--- config.mk ---
export PLATFORM = sky130hd
export DESIGN_NAME = one_shot_timer_bank_top
export DESIGN_NICKNAME = d
export VERILOG_FILES = /design/src/rtl/ostb_pkg.sv /design/src/rtl/one_shot_timer_bank_top.sv /design/src/rtl/ostb_cell.sv
export SDC_FILE = /design/constraint.sdc
export NUM_CORES = 2
export LEC_CHECK = 0
export BUFFER_PORTS_ARGS = -buffer_cell sky130_fd_sc_hd__buf_4
export CAP_MARGIN = 25
export CELL_PAD_IN_SITES_DETAIL_PLACEMENT = 0
export CELL_PAD_IN_SITES_GLOBAL_PLACEMENT = 1
export CORE_MARGIN = 2
export CORE_UTILIZATION = 30
export DETAILED_ROUTE_END_ITERATION = 8
export PLACE_DENSITY_LB_ADDON = 0.1
export SLEW_MARGIN = 10
export SYNTH_ARGS = -nofsm -noshare
export SYNTH_HDL_FRONTEND = slang
export SYNTH_HIERARCHICAL = 1
export SYNTH_SLANG_ARGS = --single-unit
--- constraint.sdc ---
create_clock -name clk -period 11.6 [get_ports clk]
set_input_delay 2.32 -clock clk [delete_from_list [all_inputs] [get_ports clk]]
set_output_delay 2.32 -clock clk [all_outputs]
set_load 0.01 [all_outputs]
--- src/rtl/ostb_pkg.sv ---
// Shared types and constants for the one-shot timer bank.
`default_nettype none
package ostb_pkg;

  localparam int SLOTS       = 16;
  localparam int MAX_RESULTS = 16;

  localparam int TIME_W = 32;
  localparam int DUR_W  = 24;
  localparam int EV_W   = 8;
  localparam int KIND_W = 2;

  localparam int CNT_W = $clog2(SLOTS + 1);
  localparam int RES_W = $clog2(MAX_RESULTS + 1);

  localparam logic OP_ADD  = 1'b0;
  localparam logic OP_TICK = 1'b1;

  localparam logic [KIND_W-1:0] KIND_ADD_OK   = 2'd0;
  localparam logic [KIND_W-1:0] KIND_ADD_FULL = 2'd1;
  localparam logic [KIND_W-1:0] KIND_EXPIRED  = 2'd2;

  typedef struct packed {
    logic [TIME_W-1:0] start;
    logic [DUR_W-1:0]  length;
    logic [EV_W-1:0]   event_code;
  } slot_t;

  typedef struct packed {
    logic wr;     // store a new timer
    logic load;   // take the head entry (rotate a kept timer to the back)
    logic shift;  // take the neighbor's entry
  } cell_ctl_t;

endpackage
`default_nettype wire

--- src/rtl/one_shot_timer_bank_top.sv ---
// One-shot timer bank: control, time counter, output stage and the row of timer cells.
// Add: one transfer per cycle while idle and output stage is free; result is in the next cycle.
// Tick: advances time, then walks the live timers one by one from the head cell (a step
//   can stall on the output stage), then flushes; a tick on an empty bank only advances time.
// An expiry result is held until the next expiry pushes it to the output stage, or until the flush.
// Reset (rst_n low, synchronous) clears time, timer count and control; cell contents are not cleared.
`default_nettype none
module one_shot_timer_bank_top
  import ostb_pkg::*;
(
  input  wire logic              clk,
  input  wire logic              rst_n,
  input  wire logic              in_tvalid,
  output logic                   in_tready,
  input  wire logic [31:0]       in_tdata,   // [23:0] duration, [31:24] event_code
  input  wire logic              in_tuser,   // [0] op
  output logic                   out_tvalid,
  input  wire logic              out_tready,
  output logic [7:0]             out_tdata,  // [7:0] event_code_res
  output logic [KIND_W-1:0]      out_tuser,  // [1:0] kind
  output logic                   out_tlast
);

  localparam logic [1:0] ST_IDLE  = 2'd0;
  localparam logic [1:0] ST_WALK  = 2'd1;
  localparam logic [1:0] ST_FLUSH = 2'd2;

  logic [1:0]        state_r, state_nxt;
  logic [TIME_W-1:0] time_r, time_nxt;
  logic [CNT_W-1:0]  cnt_r, cnt_nxt;
  logic [CNT_W-1:0]  rem_r, rem_nxt;
  logic [RES_W-1:0]  exp_cnt_r, exp_cnt_nxt;
  logic              pend_valid_r, pend_valid_nxt;
  logic [EV_W-1:0]   pend_ev_r, pend_ev_nxt;
  logic              out_valid_r, out_valid_nxt;
  logic [KIND_W-1:0] out_kind_r, out_kind_nxt;
  logic [EV_W-1:0]   out_ev_r, out_ev_nxt;
  logic              out_last_r, out_last_nxt;

  slot_t             cells [SLOTS];
  slot_t             new_entry;
  slot_t             head;
  logic [TIME_W-1:0] elapsed;
  logic              expired;
  logic              out_free;
  logic              in_xfer;
  logic              add_wr;
  logic              step_go;

  assign new_entry.start      = time_r;
  assign new_entry.length     = in_tdata[DUR_W-1:0];
  assign new_entry.event_code = in_tdata[DUR_W+EV_W-1:DUR_W];

  assign head     = cells[0];
  assign elapsed  = time_r - head.start;
  assign expired  = (elapsed > {{(TIME_W-DUR_W){1'b0}}, head.length})
                    && (exp_cnt_r < RES_W'(MAX_RESULTS));
  assign out_free = !out_valid_r || out_tready;

  assign in_tready = (state_r == ST_IDLE) && out_free;
  assign in_xfer   = in_tvalid && in_tready;
  assign add_wr    = in_xfer && (in_tuser == OP_ADD) && (cnt_r != CNT_W'(SLOTS));
  // a second expiry pushes the held one out, so it needs room in the output stage
  assign step_go   = (state_r == ST_WALK) && (!expired || !pend_valid_r || out_free);

  // Cell row: each cell shifts toward the head on a walk step; a kept head
  // re-enters at the back of the live timers.
  for (genvar i = 0; i < SLOTS; i++) begin : g_cell
    cell_ctl_t ctl;
    slot_t     nbr;
    if (i == SLOTS - 1) begin : g_end
      assign nbr = cells[i];
    end else begin : g_mid
      assign nbr = cells[i+1];
    end
    assign ctl.wr    = add_wr && (cnt_r == CNT_W'(i));
    assign ctl.load  = step_go && !expired && (cnt_r == CNT_W'(i + 1));
    assign ctl.shift = step_go;
    ostb_cell u_cell (
      .clk        (clk),
      .ctl        (ctl),
      .new_entry  (new_entry),
      .head_entry (head),
      .nbr_entry  (nbr),
      .entry      (cells[i])
    );
  end

  always_comb begin
    state_nxt      = state_r;
    time_nxt       = time_r;
    cnt_nxt        = cnt_r;
    rem_nxt        = rem_r;
    exp_cnt_nxt    = exp_cnt_r;
    pend_valid_nxt = pend_valid_r;
    pend_ev_nxt    = pend_ev_r;
    out_valid_nxt  = out_valid_r && !out_tready;
    out_kind_nxt   = out_kind_r;
    out_ev_nxt     = out_ev_r;
    out_last_nxt   = out_last_r;

    unique case (state_r)
      ST_IDLE: begin
        if (in_xfer) begin
          if (in_tuser == OP_ADD) begin
            out_valid_nxt = 1'b1;
            out_ev_nxt    = '0;
            out_last_nxt  = 1'b1;
            if (add_wr) begin
              cnt_nxt      = cnt_r + CNT_W'(1);
              out_kind_nxt = KIND_ADD_OK;
            end else begin
              out_kind_nxt = KIND_ADD_FULL;
            end
          end else begin
            time_nxt    = time_r + TIME_W'(1);
            rem_nxt     = cnt_r;
            exp_cnt_nxt = '0;
            if (cnt_r != '0) begin
              state_nxt = ST_WALK;
            end
          end
        end
      end
      ST_WALK: begin
        if (step_go) begin
          rem_nxt = rem_r - CNT_W'(1);
          if (expired) begin
            cnt_nxt        = cnt_r - CNT_W'(1);
            exp_cnt_nxt    = exp_cnt_r + RES_W'(1);
            pend_valid_nxt = 1'b1;
            pend_ev_nxt    = head.event_code;
            if (pend_valid_r) begin
              out_valid_nxt = 1'b1;
              out_kind_nxt  = KIND_EXPIRED;
              out_ev_nxt    = pend_ev_r;
              out_last_nxt  = 1'b0;
            end
          end
          if (rem_r == CNT_W'(1)) begin
            state_nxt = ST_FLUSH;
          end
        end
      end
      ST_FLUSH: begin
        if (!pend_valid_r) begin
          state_nxt = ST_IDLE;
        end else if (out_free) begin
          out_valid_nxt  = 1'b1;
          out_kind_nxt   = KIND_EXPIRED;
          out_ev_nxt     = pend_ev_r;
          out_last_nxt   = 1'b1;
          pend_valid_nxt = 1'b0;
          state_nxt      = ST_IDLE;
        end
      end
      default: begin
        state_nxt = ST_IDLE;
      end
    endcase
  end

  always_ff @(posedge clk) begin
    if (!rst_n) begin
      state_r      <= ST_IDLE;
      time_r       <= '0;
      cnt_r        <= '0;
      rem_r        <= '0;
      exp_cnt_r    <= '0;
      pend_valid_r <= 1'b0;
      out_valid_r  <= 1'b0;
    end else begin
      state_r      <= state_nxt;
      time_r       <= time_nxt;
      cnt_r        <= cnt_nxt;
      rem_r        <= rem_nxt;
      exp_cnt_r    <= exp_cnt_nxt;
      pend_valid_r <= pend_valid_nxt;
      out_valid_r  <= out_valid_nxt;
    end
    pend_ev_r  <= pend_ev_nxt;
    out_kind_r <= out_kind_nxt;
    out_ev_r   <= out_ev_nxt;
    out_last_r <= out_last_nxt;
  end

  assign out_tvalid = out_valid_r;
  assign out_tdata  = out_ev_r;
  assign out_tuser  = out_kind_r;
  assign out_tlast  = out_last_r;

  a_cnt_range: assert property (@(posedge clk) disable iff (!rst_n)
    cnt_r <= CNT_W'(SLOTS))
    else $error("timer count exceeds bank size");

  a_rem_le_cnt: assert property (@(posedge clk) disable iff (!rst_n)
    (state_r == ST_WALK) |-> (rem_r <= cnt_r) && (rem_r != '0))
    else $error("walk counter out of step with timer count");

  a_no_pend_idle: assert property (@(posedge clk) disable iff (!rst_n)
    (state_r == ST_IDLE) |-> !pend_valid_r)
    else $error("held expiry left behind after a tick");

  a_exp_cap: assert property (@(posedge clk) disable iff (!rst_n)
    exp_cnt_r <= RES_W'(MAX_RESULTS))
    else $error("too many expiries in one tick");

  a_add_grows: assert property (@(posedge clk) disable iff (!rst_n)
    add_wr |=> (cnt_r == $past(cnt_r) + CNT_W'(1)) && out_valid_r)
    else $error("accepted add did not store a timer");

endmodule
`default_nettype wire

--- src/rtl/ostb_cell.sv ---
// One timer cell of the chain: holds a timer and moves it along the row.
`default_nettype none
module ostb_cell
  import ostb_pkg::*;
(
  input  wire logic      clk,
  input  wire cell_ctl_t ctl,
  input  wire slot_t     new_entry,
  input  wire slot_t     head_entry,
  input  wire slot_t     nbr_entry,
  output slot_t          entry
);

  slot_t entry_r;
  slot_t entry_nxt;

  always_comb begin
    priority if (ctl.wr) begin
      entry_nxt = new_entry;
    end else if (ctl.load) begin
      entry_nxt = head_entry;
    end else if (ctl.shift) begin
      entry_nxt = nbr_entry;
    end else begin
      entry_nxt = entry_r;
    end
  end

  always_ff @(posedge clk) begin
    entry_r <= entry_nxt;
  end

  assign entry = entry_r;

endmodule
`default_nettype wire
# == After elaboration in Yosys (flattened, before gate mapping) ==
# Cells that the tools add are included.
# totals
reg_bits,1094
out_inout_bits,13
elab_cells,287
in_bits,37
# classes
reduce_logical,78
muxes,108
bitwise,1
eq_ne,33
magnitude_cmp,2
addsub,6
# op_table
operator,n
2-to-1 mux 64 bit,47
2-to-1 mux 5 bit,12
2-to-1 mux 8 bit,7
nonzero test 3 bit,15
"== test 5 x 4 -> 1 bit, second input constant",8
logical AND 1 bit,40
"adder 32 x 1 -> 32 bit, second input constant",1
greater-than comparator 32 x 24 -> 1 bit,1
subtractor 32 bit,1
case mux 5 bit (2 select lines),3
2-to-1 mux 2 bit,14
case mux 8 bit (3 select lines),1
"== test 5 x 3 -> 1 bit, second input constant",4
2-to-1 mux 1 bit,19
"inequality test 2 bit, second input constant",9
case mux 2 bit (3 select lines),2
AND reduction 6 bit,2
"adder 5 x 1 -> 5 bit, second input constant",2
"== test 5 x 1 -> 1 bit, second input constant",2
"== test 5 x 2 -> 1 bit, second input constant",2
"subtractor 5 x 1 -> 5 bit, second input constant",2
AND reduction 3 bit,3
AND reduction 8 bit,1
nonzero test 2 bit,4
18 further kinds,26

# == Logic depth before layout (Yosys ltp) ==
# logic_depth
word_depth,11
depth_mapped,28
ltp_nobuf,25

# == Modules after synthesis ==
# Netlist, hierarchy kept.
# modules_own_cells
mod,seq_area_each_um2,area_each_um2,n_inst,cells_each
ostb_cell,1921.8,3271.9,16,278
one_shot_timer_bank_top,1591.5,6267.3,1,808

# == Worst setup path after synthesis ==
# OpenSTA, ideal clock, no wires.
# synth_path
path_type,register -> register
startpoint,reg g_cell[0].u_cell.entry_r (netlist bit g_cell[0].u_cell/entry[32])
endpoint,reg g_cell[11].u_cell.entry_r (netlist bit g_cell[11].u_cell/entry[0]) (enable)
stages_incl_launch_ff,24
period_less_slack_ns,6.887
slack_ns,4.713
path_buffers,2
setup_time_ns,0.425
t_required_ns,11.175
arrival_ns,6.462
path_cell_list,edfxtp_1 > ha_1 > inv_1 > fa_1 > a21o_1 > a221o_1 > a31oi_1 > nor2_1 > nor2_1 > o21a_1 > xnor2_1 > ha_1 > nand4_1 > nor4_1 > nand3_1 > and2_0 > nor4_1 > o2111ai_4 > nand2_1 > nand2_2 > buf_2 > nor3_1 > buf_6 > or3_1
# synth_rtl
item,line_no,text
start: declaration,ostb_cell.sv:14,slot_t entry_r;
start signal: assignment,ostb_cell.sv:30,entry_r <= entry_nxt;
end signal: assignment,ostb_cell.sv:30,
end: declaration,ostb_cell.sv:14,

==> flow_summary.ini <==
[clock_tree]
cts-root-to-sink-buffers = 3
cts.sinks = 1094
cts_root_buf = clkbuf_16
cts_made_buffers = 142
clk_pin_slew_ns = 0.05
hold_buffers = 0
h-tree-depth = 4
clkLatencyLatePin_ns = 0.80
cts_resized = 0
post_cts_buffers = 0
cts_tree = yes

[setup_path]
crit_fanout = 40
start_kind = flip-flop
crit_type = flip-flop to flip-flop
path_buf_inv = 3
regToRegSetupSlack_ns = 2.70
rr_startpoint = g_cell[0].u_cell/entry[32]
crit_cells = 25
worst_r2r_endpoint = g_cell[5].u_cell/entry[52]
crit_arrival_ns = 9.31
cpLargestDelayFamily = simple AND/OR/NAND/NOR gates
slowest_delay_ns = 0.91
critical_path_required_ns = 12.01
ff2ff_path_depth = 25
slowest_stage = or3_4
cp-endpoint = g_cell[5].u_cell/entry[52]
startpoint = g_cell[0].u_cell/entry[32]
end_kind = flip-flop

[placed_design]
dpl.hpwl_um = 115000
routabilityCongestion = 0.845
post_dp_cell_area_um2 = 61100
port_buffers = 49

[logic_synthesis]
synth_compound_area_frac = 0.109
synth_mux_area_frac = 0.176
synth_flop_cell = edfxtp_1
yosysWarnings = 6
synth-async-reset-ratio = 0
syn-cell-area_um2 = 58600
ys_ff_latch = 1094
synth_cell_types = 76
netlist_instances = 5256
synth.avg_cell_area_um2 = 11.2
synth_top_family_by_area = multiplexers
synth-simple-area-share = 0.0951
synth_edf_count = 1043
syn-num-nets = 5363
synthAdderAreaFrac = 0.0151
synth-xor-area-share = 0.00777
synth.yosys.seq_area_share = 0.552

[finish]
design_area_um2 = 65600
nets = 5332
area_growth_pct = 12.0
layout_commonest_cell = nand2_1
fillers = 19400
drive_above_1_share = 0.0812
final_cell_mix = 1101 x nand2_1, 1043 x edfxtp_1, 1029 x mux2i_1

[sta]
finalSetupViolCount = 0
setup_tns_ns = 0
maxClockFrequency_mhz = 112
post-route-period-util = 0.768
fin_crit_ns = 8.90
final_hold_viol_count = 0
finalMaxSlewViolations = 0
rsz0062_at_grt = no
tightest_slew_ns = 1.10
clock-skew-final_ns = 0.0316
slew_headroom = 0.265

[drt]
num_vias = 40400
routed_wl_um = 199000
drt_pass1_iterations = 5
first_iter_violations = 3263
drt-vias-per-instance = 5.12
route.detailed.drc = 0
wl_per_cell_um = 25.2
drtAntennaViolNets = 0

[hold_path]
hp-class = flip-flop to flip-flop

[pwr]
total_leakage_power_nw = 18.8
power.density_nw_per_um2 = 208
peakVddDrop_mv = 0.140
total_power_mw = 13.7

[grt]
grt_pass1_wl_um = 292000
grt_max_degree = 130
antenna_found_initial = 1
grt-ovfl-total = 0
grt.total_usage = 0.199
grt_pass1_vias = 40600

[floorplan]
initial_utilization = 0.301
die_h_um = 446
pin_count = 50
core-area_um2 = 195000
die_w_um = 446
fp-row-count = 162
die_area_um2 = 199000

[run]
cap_violations = 0

[status]
status = finished clean
==> routing by layer <==
metal	wire [µm]	global-route usage	share of wire
met1	95700	0.281	0.48
met2	91100	0.322	0.46
met3	8500	0.0300	0.043
met4	3390	0.0432	0.017
met5	0	0	0
==> area by class of cell <==
class / count / area (µm²) / share of cell area
multi-input cells: 3727 / 23900 / 0.364
flip-flops and latches: 1094 / 32300 / 0.493
diodes: 1 / 2.50 / 0.0000381
inverters: 75 / 282 / 0.00429
repair buffers: 185 / 1540 / 0.0235
well taps: 2542 / 3180 / 0.0485
clock inverters: 57 / 538 / 0.00820
clock buffers: 194 / 3860 / 0.0588
==> worst min path at each step <==
stage | cells after the start | start | to | slack, ns
floorplan | 2 | exp_cnt_r[3] | exp_cnt_r[3] | 0.46
global placement | 2 | exp_cnt_r[3] | exp_cnt_r[3] | 0.48
detailed placement | 2 | exp_cnt_r[3] | exp_cnt_r[3] | 0.49
CTS | 2 | exp_cnt_r[3] | exp_cnt_r[3] | 0.50
global route | 2 | state_r[0] | state_r[0] | 0.53
finish | 2 | exp_cnt_r[3] | exp_cnt_r[3] | 0.50
==> synthesized netlist by cell type (all sizes together), types with 9 or more instances <==
master / instances / area, µm²
nand2: 1102 / 4140
o21ai: 1065 / 5330
edfxtp: 1043 / 31300
mux2i: 1029 / 10300
buf: 216 / 1850
clkbuf: 144 / 541
nor2: 87 / 327
inv: 74 / 278
ha: 69 / 863
a21oi: 53 / 269
dfxtp: 51 / 1020
xor2: 35 / 307
nand3: 28 / 145
or3: 28 / 180
nor3: 25 / 130
nand4: 23 / 144
and2: 17 / 109
xnor2: 17 / 149
a21o: 14 / 106
and3: 14 / 93.8
o21a: 14 / 105
a31oi: 12 / 75.1
nor4: 11 / 75.1
and4: 9 / 78.8
nand2b: 9 / 56.3
==> power breakdown <==
group	total [mW]	internal, mW	leakage, nW	switching [mW]
registers	6.39	5.81	10.0	0.586
clock network	4.31	2.49	2.14	1.82
logic	2.98	0.934	6.59	2.04
total	13.7	9.23	18.8	4.45
==> tightest hold or removal path: cells and delay by family (launching register included) <==
| kind | cells | cell delay, ns |
|---|---|---|
| flip-flops | 1 | 0.32 |
| AO/OA/AOI/OAI | 2 | 0.13 |
==> stage by stage <==
stage | hold WS, ns | setup slack, ns | std cells | util
after floorplan | 0.458 | 4.71 | 5256 | -
after global placement | 0.482 | 2.42 | 7616 | 0.314
after detailed placement | 0.493 | 2.50 | 7618 | 0.314
after CTS | 0.503 | 2.48 | 7869 | 0.337
after global routing | 0.529 | 2.15 | 7875 | 0.337
final | 0.498 | 2.70 | 7875 | 0.337
==> cell families after synthesis <==
kind of cell,count (synthesis)
DFF,1094
xor gates and xnor gates,52
buffers and inverters,435
AOI/OAI and AO/OA,1209
and+or+nand+nor,1366
muxes,1030
adders and majority gates,70
==> flip-flops by register name, indices dropped and copies added, names as in the netlist <==
name,cells
out_tdata,8
out_tvalid,1
g_cell.u_cell/entry,1024
exp_cnt_r,5
rem_r,5
pend_valid_r,1
cnt_r,5
out_tuser,2
pend_ev_r,8
state_r,2
out_tlast,1
time_r,32
Power figures use the tool's default switching activity.
